### config.mk
export PLATFORM = sky130hd
export DESIGN_NAME = jss_fifo
export DESIGN_NICKNAME = d
export VERILOG_FILES = /design/src/design/jss_fifo.sv
export SDC_FILE = /design/constraint.sdc
export NUM_CORES = 1
export LEC_CHECK = 0
export BUFFER_PORTS_ARGS = -buffer_cell sky130_fd_sc_hd__buf_2
export CORE_UTILIZATION = 45
export CTS_CLUSTER_DIAMETER = 80
export CTS_CLUSTER_SIZE = 25
export DETAILED_ROUTE_END_ITERATION = 8
export PLACE_DENSITY_LB_ADDON = 0.1
export SYNTH_ARGS = -nofsm -noshare
export SYNTH_HDL_FRONTEND = slang
export SYNTH_SLANG_ARGS = --single-unit
export TNS_END_PERCENT = 5
### constraint.sdc
create_clock -name clock -period 3.2 [get_ports clock]
set_input_delay 0.48 -clock clock [delete_from_list [all_inputs] [get_ports clock]]
set_output_delay 0.48 -clock clock [all_outputs]
set_load 0.01 [all_outputs]
### src/design/jss_fifo.sv
// Small register FIFO with one pop and up to two pushes per cycle.
// Self-contained; DEPTH must be a power of two, at least 2.
module jss_fifo #(
   parameter int WIDTH = 8,
   parameter int DEPTH = 4
) (
   input  logic                       clock,
   input  logic                       reset,
   input  logic                       push0,
   input  logic                       push1,
   input  logic [WIDTH-1:0]           data0,
   input  logic [WIDTH-1:0]           data1,
   input  logic                       pop,
   output logic [WIDTH-1:0]           head,
   output logic                       empty,
   output logic [$clog2(DEPTH+1)-1:0] count
);

   localparam int PW   = $clog2(DEPTH);
   localparam int CNTW = $clog2(DEPTH + 1);

   logic [WIDTH-1:0] slot_ff [DEPTH];
   logic [PW-1:0]    rd_ptr_ff, rd_ptr_in;
   logic [PW-1:0]    wr_ptr_ff, wr_ptr_in;
   logic [CNTW-1:0]  count_ff, count_in;

   // Advance pointers and occupancy
   always_comb begin
      rd_ptr_in = rd_ptr_ff + PW'(pop);
      wr_ptr_in = wr_ptr_ff + PW'(push0) + PW'(push1);
      count_in  = count_ff + CNTW'(push0) + CNTW'(push1) - CNTW'(pop);
   end

   always_ff @(posedge clock) begin
      if (reset) begin
         rd_ptr_ff <= '0;
         wr_ptr_ff <= '0;
         count_ff  <= '0;
      end else begin
         rd_ptr_ff <= rd_ptr_in;
         wr_ptr_ff <= wr_ptr_in;
         count_ff  <= count_in;
      end
   end

   // Store incoming beats; the second one lands behind the first
   always_ff @(posedge clock) begin
      if (push0) begin
         slot_ff[wr_ptr_ff] <= data0;
      end
      if (push1) begin
         slot_ff[wr_ptr_ff + PW'(1)] <= data1;
      end
   end

   assign head  = slot_ff[rd_ptr_ff];
   assign empty = (count_ff == '0);
   assign count = count_ff;

endmodule

==> metrics.md <==
| Metric | Value |
|---|---|
| Die X | `67.9 microns` |
| Area of the multi-input gates | `800 sq um` |
| TritonCTS Buffers | `5` |
| Vias in the first global route | `between 1000 and 1500` |
| Setup ws final | `956 ps` |
| Initial core utilization | `0.478` |
| Antenna Cells | `0` |
| Register area share after synthesis | `0.564` |
| Sequential cell area | `0.00110 sq mm` |
| CTS max path bufs | `2` |
| CP arrival | `between 1500 and 2000 ps` |
| Critical-path top delay cell | `dfxtp_1` |
| Worst endpoint required time | `2720 ps` |
| CTS tree | `built` |
| DPL Wire Length | `approximately 2400 microns` |
| Rel. slew slack | `0.400` |
| Layout Nets | `177` |
| CP delay by family, top | `flip-flops` |
| Layout Area Growth over Synthesis | `14.5%` |
| Via count | `1107` |
| Fillers | `about 340` |
| Clock sink total | `39` |
| Overflow after GRT | `0` |
| Die Ht | `67.9 microns` |
| H-tree depth | `2` |
| Clock transition at path regs | `80 ps` |
| Pwr Total | `1.30 mW` |
| GP Congestion | `0.676` |
| Outcome | `finished clean` |
| Endpoints failing hold | `0` |
| Crit-path max cell delay | `720 ps` |
| Worst hold path type | `input pin to flop` |
| Largest net degree at the start of global routing | `12` |
| Ys Warns | `0` |
| Layout Skew | `8.05 ps` |
| #FFs+latches synth | `39` |
| # rows | `23` |
| Layout cell share with drive strength beyond 1 | `0.553` |
| Peak supply drop | `254 uV` |
| Crit path buf inv count | `1` |
| Post-DP Area | `0.00215 sq mm` |
| Post-synth net total | `141` |
| Clock root buffer | `clkbuf_8` |
| Postcts setup bufs | `0` |
| Min cycle time layout | `roughly 2200 ps` |
| Critical-path maximum fanout | `9` |
| Post-synth cell types | `22` |
| PortBufs | `32` |
| Final Cycle Share | `0.701` |
| Setup violations, final | `0` |
| Worst Tran Pin Value | `~900 ps` |
| Post-synth top area share | `0.492` |
| Number of remaining DRC errors | `0` |
| Max-Cap Viols | `0` |
| Starting DRT DRC Count | `62` |
| Fin util | `0.547` |
| Crit start category | `flop` |
| Slew Limit Fails | `0` |
| Highest-count cells in the layout ignoring fill and taps | `32 x mux2_2, 32 x buf_2, 32 x edfxtp_1` |
| Synthesized area | `between 0.0015 and 0.002 sq mm` |
| Crit end category | `output pin` |
| Hold bufs inserted after CTS | `0` |
| Core ar. | `0.00409 sq mm` |
| Fmax | `0.446 GHz` |
| Detail Route Antenna Nets | `0` |
| Pre-CTS setup slack | `1060 ps` |
| Setup TNS | `0 ps` |
| Critical path type | `flop to output pin` |
| Die area | `0.00460 sq mm` |
| Ranking of synthesized cells by area | `edfxtp_1 49%, mux2_2 18%, mux4_2 9.2%, dfxtp_1 7.2%, fa_1 3.1%` |
| Worst-Skew Late Latency | `between 200 and 300 ps` |
| Num ports | `33` |
| Crit-path cells | `mux4_2 -> buf_2` |
| Drt wl/cell | `17.8 microns` |
| Detailed Route WL | `3590 microns` |
| GRT Overall Usage | `0.177` |
| Synth area leader | `edfxtp_1` |
| Pwr/cell area | `580 mW/mm^2` |
| Final instance area | `about 0.0022 sq mm` |
| Leakage dissipation | `approximately 0.83 nW` |
| DR vias/cell | `5.48` |
| Post-synthesis cell count | `115` |
| 1st-pass router iterations | `4` |
| RSZ-0062 raised after global routing | `no` |
| Initial antenna violation count | `0` |
| Wire length of the first global-routing pass | `5550 microns` |
| Avg Cell Area, Syn | `17.0 sq um` |
| # resized after CTS | `0` |
## power breakdown
group / internal (mW) / switching [mW] / total, mW / leakage [nW]
Clock: 0.153 / 0.173 / 0.326 / 0.0422
Sequential: 0.632 / 0.0450 / 0.677 / 0.358
Combinational: 0.161 / 0.131 / 0.292 / 0.432
Total: 0.946 / 0.349 / 1.30 / 0.833
## kinds of logic after synthesis
logic type / Yosys count / synth area share
buf+inv: 9 / 0.0263
simple gates: 16 / 0.0577
flops: 39 / 0.564
compound gates: 2 / 0.00513
mux: 41 / 0.282
fa+ha+maj: 5 / 0.0436
xor+xnor: 3 / 0.0212
## cell type report
type | instances | area share
Sequential cell | 39 | 0.493
Multi-Input combinational cell | 67 | 0.358
Timing Repair Buffer | 34 | 0.0784
Clock buffer | 7 | 0.0342
Tap cell | 50 | 0.0280
Inverter | 4 | 0.00672
Clock inverter | 1 | 0.00224
## layer usage
layer,vias to the layer above,GRT usage,share of wire
met1,561,0.214,0.43
met3,9,0.0400,0.039
met4,0,0.0990,0.025
li1,512,-,-
met5,-,0,0
met2,25,0.291,0.51
## Yosys cell counts
| cell type | number |
|---|---|
| buf_2 | 2 |
| buf_4 | 2 |
| buf_6 | 1 |
| dfxtp_1 | 7 |
| edfxtp_1 | 32 |
| fa_1 | 3 |
| ha_1 | 2 |
| inv_1 | 4 |
| mux2_2 | 32 |
| mux2i_1 | 1 |
| mux4_2 | 8 |
| nand2_1 | 1 |
| nand2b_1 | 1 |
| nand3_2 | 1 |
| nand3b_2 | 2 |
| nor2_1 | 4 |
| nor2b_1 | 5 |
| nor3_1 | 1 |
| nor3b_4 | 1 |
| o21ai_0 | 2 |
| xnor2_1 | 2 |
| xor3_1 | 1 |
## sequential cells by signal (all words and copies together), names as in the netlist
name / count
wr_ptr_ff: 2
rd_ptr_ff: 2
count: 3
slot_ff: 32
## worst paths after layout
path / from / end / slack (ps) / depth (start not counted)
max: rd_ptr_ff[0]$_SDFF_PP0_ / head[3] / 960 / 2
min: reset / rd_ptr_ff[1]$_SDFF_PP0_ / 430 / 2
max reg2reg: wr_ptr_ff[0]$_SDFF_PP0_ / slot_ff[3][6]$_DFFE_PP_ / 1380 / 2
min reg2reg: count[2]$_SDFF_PP0_ / count[2]$_SDFF_PP0_ / 660 / 2
## stage by stage
| stage | instances | hold slack [ps] |
|---|---|---|
| 4_1_cts | 202 | 440 |
| 6_report | 202 | 432 |
| 3_5_place_dp | 194 | 657 |
| 2_1_floorplan | 115 | 542 |
| 3_3_place_gp | 194 | 633 |
| 5_1_grt | 202 | 447 |
No activity file was read; power rests on OpenSTA's default activity.
