<file path="config.mk">
export PLATFORM = sky130hd
export DESIGN_NAME = jss_front
export DESIGN_NICKNAME = d
export VERILOG_FILES = /design/src/design/jss_pkg.sv /design/src/design/jss_front.sv
export SDC_FILE = /design/constraint.sdc
export NUM_CORES = 1
export LEC_CHECK = 0
export ABC_CLOCK_PERIOD_IN_PS = 8000
export BUFFER_PORTS_ARGS = -buffer_cell sky130_fd_sc_hd__clkbuf_2
export CAP_MARGIN = 20
export CORE_ASPECT_RATIO = 0.8
export CORE_MARGIN = 4
export CORE_UTILIZATION = 40
export CTS_BUF_LIST = sky130_fd_sc_hd__clkbuf_16
export DETAILED_ROUTE_END_ITERATION = 7
export GPL_ROUTABILITY_DRIVEN = 0
export PLACE_DENSITY_LB_ADDON = 0.1
export SYNTH_ARGS = -nofsm -noshare
export SYNTH_HDL_FRONTEND = slang
export SYNTH_SLANG_ARGS = --single-unit
</file>
<file path="constraint.sdc">
create_clock -name clock -period 8 [get_ports clock]
set_clock_uncertainty 0.15 [all_clocks]
set_input_delay 1.6 -clock clock [delete_from_list [all_inputs] [get_ports clock]]
set_output_delay 1.6 -clock clock [all_outputs]
set_load 0.01 [all_outputs]
</file>
<file path="src/design/jss_pkg.sv">
// Shared types and constants for the Jacobi stencil sweep unit.
// Used by the front, back and top level; depends on nothing.
package jss_pkg;

   // Cell values are unsigned Q8.16
   localparam int VALUE_W    = 24;
   localparam int SUM_W      = VALUE_W + 2;
   localparam int WORD_W     = 2 * VALUE_W;
   localparam int DIM_W      = 10;
   localparam int CSR_IDX_W  = 2;
   localparam int CSR_DATA_W = 24;

   // Register indexes on the csr port
   localparam logic [CSR_IDX_W-1:0] CSR_GRID_WIDTH       = 2'd0;
   localparam logic [CSR_IDX_W-1:0] CSR_GRID_HEIGHT      = 2'd1;
   localparam logic [CSR_IDX_W-1:0] CSR_CHANGE_THRESHOLD = 2'd2;

   // Register values after reset
   localparam logic [DIM_W-1:0]   RESET_GRID_WIDTH       = 10'd500;
   localparam logic [DIM_W-1:0]   RESET_GRID_HEIGHT      = 10'd500;
   localparam logic [VALUE_W-1:0] RESET_CHANGE_THRESHOLD = 24'd66;

   typedef logic [VALUE_W-1:0] value_type;

   // One classified input beat, handed from front to back
   typedef struct packed {
      value_type value;      // input cell, the lower neighbor of the output cell
      logic      interior;   // output cell gets the stencil
      logic      emit;       // output cell exists (not the first row)
      logic      second;     // last row: input cell itself follows
      logic      frame_end;  // final input of the sweep
   } cmd_type;

   // One result beat
   typedef struct packed {
      value_type new_value;
      logic      frame_last;
      value_type max_change;
      logic      converged;
   } rsp_type;

endpackage

</file>
<file path="src/design/jss_front.sv">
// Front end: row and column tracking and classification of each input cell.
// Uses jss_pkg for the command type and field widths.
module jss_front #(
   parameter int MAX_WIDTH  = 512,
   parameter int MAX_HEIGHT = 512
) (
   input  logic                         clock,
   input  logic                         reset,
   input  logic                         accept,
   input  jss_pkg::value_type           cell_value,
   input  logic [jss_pkg::DIM_W-1:0]    grid_width,
   input  logic [jss_pkg::DIM_W-1:0]    grid_height,
   output jss_pkg::cmd_type             cmd,
   output logic [$clog2(MAX_WIDTH)-1:0] col
);

   localparam int CW = $clog2(MAX_WIDTH);
   localparam int RW = $clog2(MAX_HEIGHT);

   logic [CW-1:0] col_ff, col_in;
   logic [RW-1:0] row_ff, row_in;
   logic [CW-1:0] ew_m1;
   logic [RW-1:0] eh_m1;
   logic [CW-1:0] c;
   logic [RW-1:0] r;
   logic          row_end;
   logic          last_row;

   // Clamp the dimensions to [3, max] and keep the last index
   always_comb begin
      if (grid_width < jss_pkg::DIM_W'(3)) begin
         ew_m1 = CW'(2);
      end else if (32'(grid_width) > 32'(MAX_WIDTH)) begin
         ew_m1 = CW'(MAX_WIDTH - 1);
      end else begin
         ew_m1 = CW'(grid_width - jss_pkg::DIM_W'(1));
      end
      if (grid_height < jss_pkg::DIM_W'(3)) begin
         eh_m1 = RW'(2);
      end else if (32'(grid_height) > 32'(MAX_HEIGHT)) begin
         eh_m1 = RW'(MAX_HEIGHT - 1);
      end else begin
         eh_m1 = RW'(grid_height - jss_pkg::DIM_W'(1));
      end
   end

   // Position of this cell; a counter past a shrunk edge sits on the edge
   always_comb begin
      c        = (col_ff < ew_m1) ? col_ff : ew_m1;
      r        = (row_ff < eh_m1) ? row_ff : eh_m1;
      row_end  = (c == ew_m1);
      last_row = (r == eh_m1);
   end

   // Classify the output cell one row up
   always_comb begin
      cmd.value     = cell_value;
      cmd.emit      = (r != '0);
      cmd.interior  = (r > RW'(1)) && (c != '0) && (c != ew_m1);
      cmd.second    = last_row && (r != '0);
      cmd.frame_end = last_row && row_end;
      col           = c;
   end

   // Advance the raster position
   always_comb begin
      col_in = col_ff;
      row_in = row_ff;
      if (accept) begin
         if (row_end) begin
            col_in = '0;
            row_in = last_row ? '0 : r + RW'(1);
         end else begin
            col_in = c + CW'(1);
            row_in = r;
         end
      end
   end

   always_ff @(posedge clock) begin
      if (reset) begin
         col_ff <= '0;
         row_ff <= '0;
      end else begin
         col_ff <= col_in;
         row_ff <= row_in;
      end
   end

endmodule

</file>
==> run_results.csv <==
group,metric,value,unit
synth,synthTopCellsByCount,"41 x inv_1, 35 x nor2_1, 29 x nand2_1, 27 x ha_1, 24 x buf_4",
detailed_routing,routed_wl,11300,um
detailed_routing,wire_per_inst,18.6,um
power_and_ir_drop,power.density,98.4,nW/um2
detailed_routing,drcViolationCount,0,
timing,maxSlewViolCount,0,
detailed_routing,via_per_inst,6.30,
setup_path,cp_max_fo,14,
clock_tree,cts-root-buf,"clkbuf_16",
synth,synth_cell_types,72,
synth,syn-num-nets,575,
die,die_h,92.6,um
setup_path,worst_ep_arrival_time,5.93,ns
place,hpwl,8970,um
die,die_width,114,um
timing,period_minus_slack,7.68,ns
synth,synth_top_area_share,10.1,%
clock_tree,cts_setup_buffers,0,
setup_path,end_kind,"output port",
setup_path,r2r_setup_slack,3.88,ns
synth,synth_top_area_cell,"dfxtp_1",
finish,regArea,360,um2
worst_hold_path,whs_path_depth,2,
clock_tree,clk_latency,0.25,ns
worst_hold_path,holdPathEnd,"col_ff[0]$_SDFFE_PP0P_",
global_routing,grt_usage,21.3,%
timing,hold_slack,0.451,ns
setup_path,path_class,"in2out",
timing,fmax,130,MHz
clock_tree,clock_sinks,18,
finish,multiInputGateArea,2760,um2
synth,synth-seq-cells,18,
setup_path,timing.rr.start,"row_ff[3]$_SDFFE_PP0P_",
global_routing,grt_max_degree,25,
timing,fin_tns_setup,0,ns
outcome,status,"complete, no violations",
die,die_area,10500,um2
synth,syn_area,3580,um2
timing,setup_viol,0,
detailed_routing,first_pass_iters,4,
synth,synthArstFlopShare,0,%
synth,avgSynthCellArea,7.14,um2
synth,synth_edf_count,0,
setup_path,reg2reg_to,"row_ff[8]$_SDFFE_PP0P_",
die,pin_count,84,
timing,worst_slew_pin_slew,0.740,ns
synth,postSynthCellCount,501,
power_and_ir_drop,power.leakage,1.55,nW
die,std_cell_rows,30,
setup_path,r2r_cells,13,
clock_tree,cts_tree,"done",
global_routing,overflow,0,
worst_hold_path,hold_path.startpoint,"col_ff[0]$_SDFFE_PP0P_",
run,drv_cap,0,
setup_path,critPathRequiredTime,6.25,ns
finish,antenna_cells,0,
place,portBuffers,35,
global_routing,grt_pass1_vias,3594,
timing,maxSlewHeadroom,50.0,%
timing,rsz0062_at_grt,"false",
detailed_routing,vias,3847,
synth,ys_warn_count,0,
detailed_routing,ant_nets,0,
finish,drive_gt1_share,15.6,%
synth,synthFlopType,"dfxtp_1",
clock_tree,cts.clk_slew.worst_paths,0.05,ns
timing,hold_viol_final,0,
synth,ys_seq_area_share,10.1,%
setup_path,start_kind,"primary input",
die,start_util,41.6,%
clock_tree,cts_max_path_buffers,2,
power_and_ir_drop,ir_drop,58.6,uV
synth,synth_most_common_cell,"inv_1",
synth,yosys-top-cells-area,"dfxtp_1 10%, ha_1 9.4%, buf_4 5.0%",
timing,period_share,96.0,%
detailed_routing,drt_first_iter_violations,294,
die,fp.coreArea,8600,um2
finish,area_delta_synth_final,5.00,%
global_routing,grt_antenna_before_repair,0,
worst_hold_path,hold_path.class,"reg2reg",
finish,fin_nets,574,
clock_tree,cts_made_buffers,3,
clock_tree,htreeDepth,1,
global_routing,grt_pass1_wl,18600,um
finish,nFillCells,913,
[stage by stage]
stage | setup slack, ns | utilization (%) | area (um2) | std cells | total power [mW]
after floorplan | 0.565 | - | 3580 | 501 | 0.229
after global placement | 0.417 | 42.7 | 3670 | 607 | 0.265
after detailed placement | 0.278 | 42.7 | 3670 | 607 | 0.265
after CTS | 0.271 | 43.6 | 3750 | 611 | 0.369
after global routing | 0.00690 | 43.7 | 3750 | 611 | 0.395
final | 0.317 | 43.7 | 3750 | 611 | 0.370
[cell type report]
class | instances | area share [%]
multi-input combinational | 390 | 73.6
sequential | 18 | 9.60
timing repair buffer | 46 | 6.86
inverter | 41 | 4.10
tap | 112 | 3.73
clock buffer | 3 | 2.00
clock inverter | 1 | 0.100
[placed cells by master (no fill, tap or decap), types with 5 or more instances in the layout]
cell	n
a211oi_1	9
a21oi_1	19
a31oi_1	11
and2_1	5
and3_1	5
and4_1	5
buf_4	11
clkbuf_2	35
dfxtp_1	18
ha_1	26
inv_1	41
mux2_2	6
mux2i_1	14
nand2_1	29
nand2b_1	5
nand3_1	22
nand4_1	13
nor2_1	35
nor3_1	15
nor4_1	15
o211ai_1	11
o21ai_0	15
o31ai_1	8
or3_1	9
or4_1	6
xnor2_1	10
[state kept, by name (all words and copies together) (netlist names)]
name / flops
col_ff: 9
row_ff: 9
[critical path, cell delays in order]
cell	delay, ns
clkbuf_2	0.20
inv_1	0.14
ha_2	0.28
or4b_2	0.61
or4b_1	0.53
nand3_1	0.16
inv_1	0.06
ha_1	0.27
and4_1	0.23
a211oi_1	0.33
o21ai_2	0.11
buf_4	0.21
mux2i_1	0.15
or4_1	0.50
nor2_1	0.26
a221oi_1	0.13
clkbuf_2	0.15
[power by group]
part / leakage [nW] / switching [mW] / internal [mW] / total [mW]
clock: 0.0385 / 0.0364 / 0.0665 / 0.103
combinational: 1.37 / 0.0969 / 0.0604 / 0.157
sequential: 0.147 / 0.0140 / 0.0954 / 0.109
total: 1.55 / 0.147 / 0.222 / 0.370
[cells by family (layout without fill, tap and decap cells)]
| family | count (synthesis) | in the layout | share of synthesized area (%) |
|---|---|---|---|
| mux | 20 | 20 | 5.81 |
| xor+xnor | 14 | 14 | 3.43 |
| buf+inv | 93 | 91 | 12.9 |
| flops | 18 | 18 | 10.1 |
| simple gates | 186 | 186 | 28.6 |
| compound gates | 143 | 143 | 29.8 |
| fa+ha+maj | 27 | 27 | 9.45 |
[what timing repair did]
item | CTS | global route
hold buffers | 0 | 0
gates resized for setup | 0 | 2
setup endpoints to repair | 0 | 1
[worst max path at each step]
stage,start,endpoint,slack [ns],cells past startpoint
after floorplan,grid_height[0],cmd[3],0.57,19
after global placement,grid_height[0],cmd[3],0.42,19
after detailed placement,grid_height[0],cmd[3],0.28,19
after CTS,grid_height[0],cmd[3],0.27,19
after global routing,grid_height[0],cmd[3],0.007,19
final,grid_height[0],cmd[3],0.32,17
[metal layers]
layer | part of all wire [%] | vias up | global-route usage [%]
met5 | 0 | - | 0
met4 | 0.95 | 0 | 4.40
met3 | 7.2 | 16 | 3.20
met2 | 40 | 159 | 29.9
met1 | 52 | 1786 | 33.5
li1 | - | 1886 | -
No activity file was read; power rests on OpenSTA's default activity.
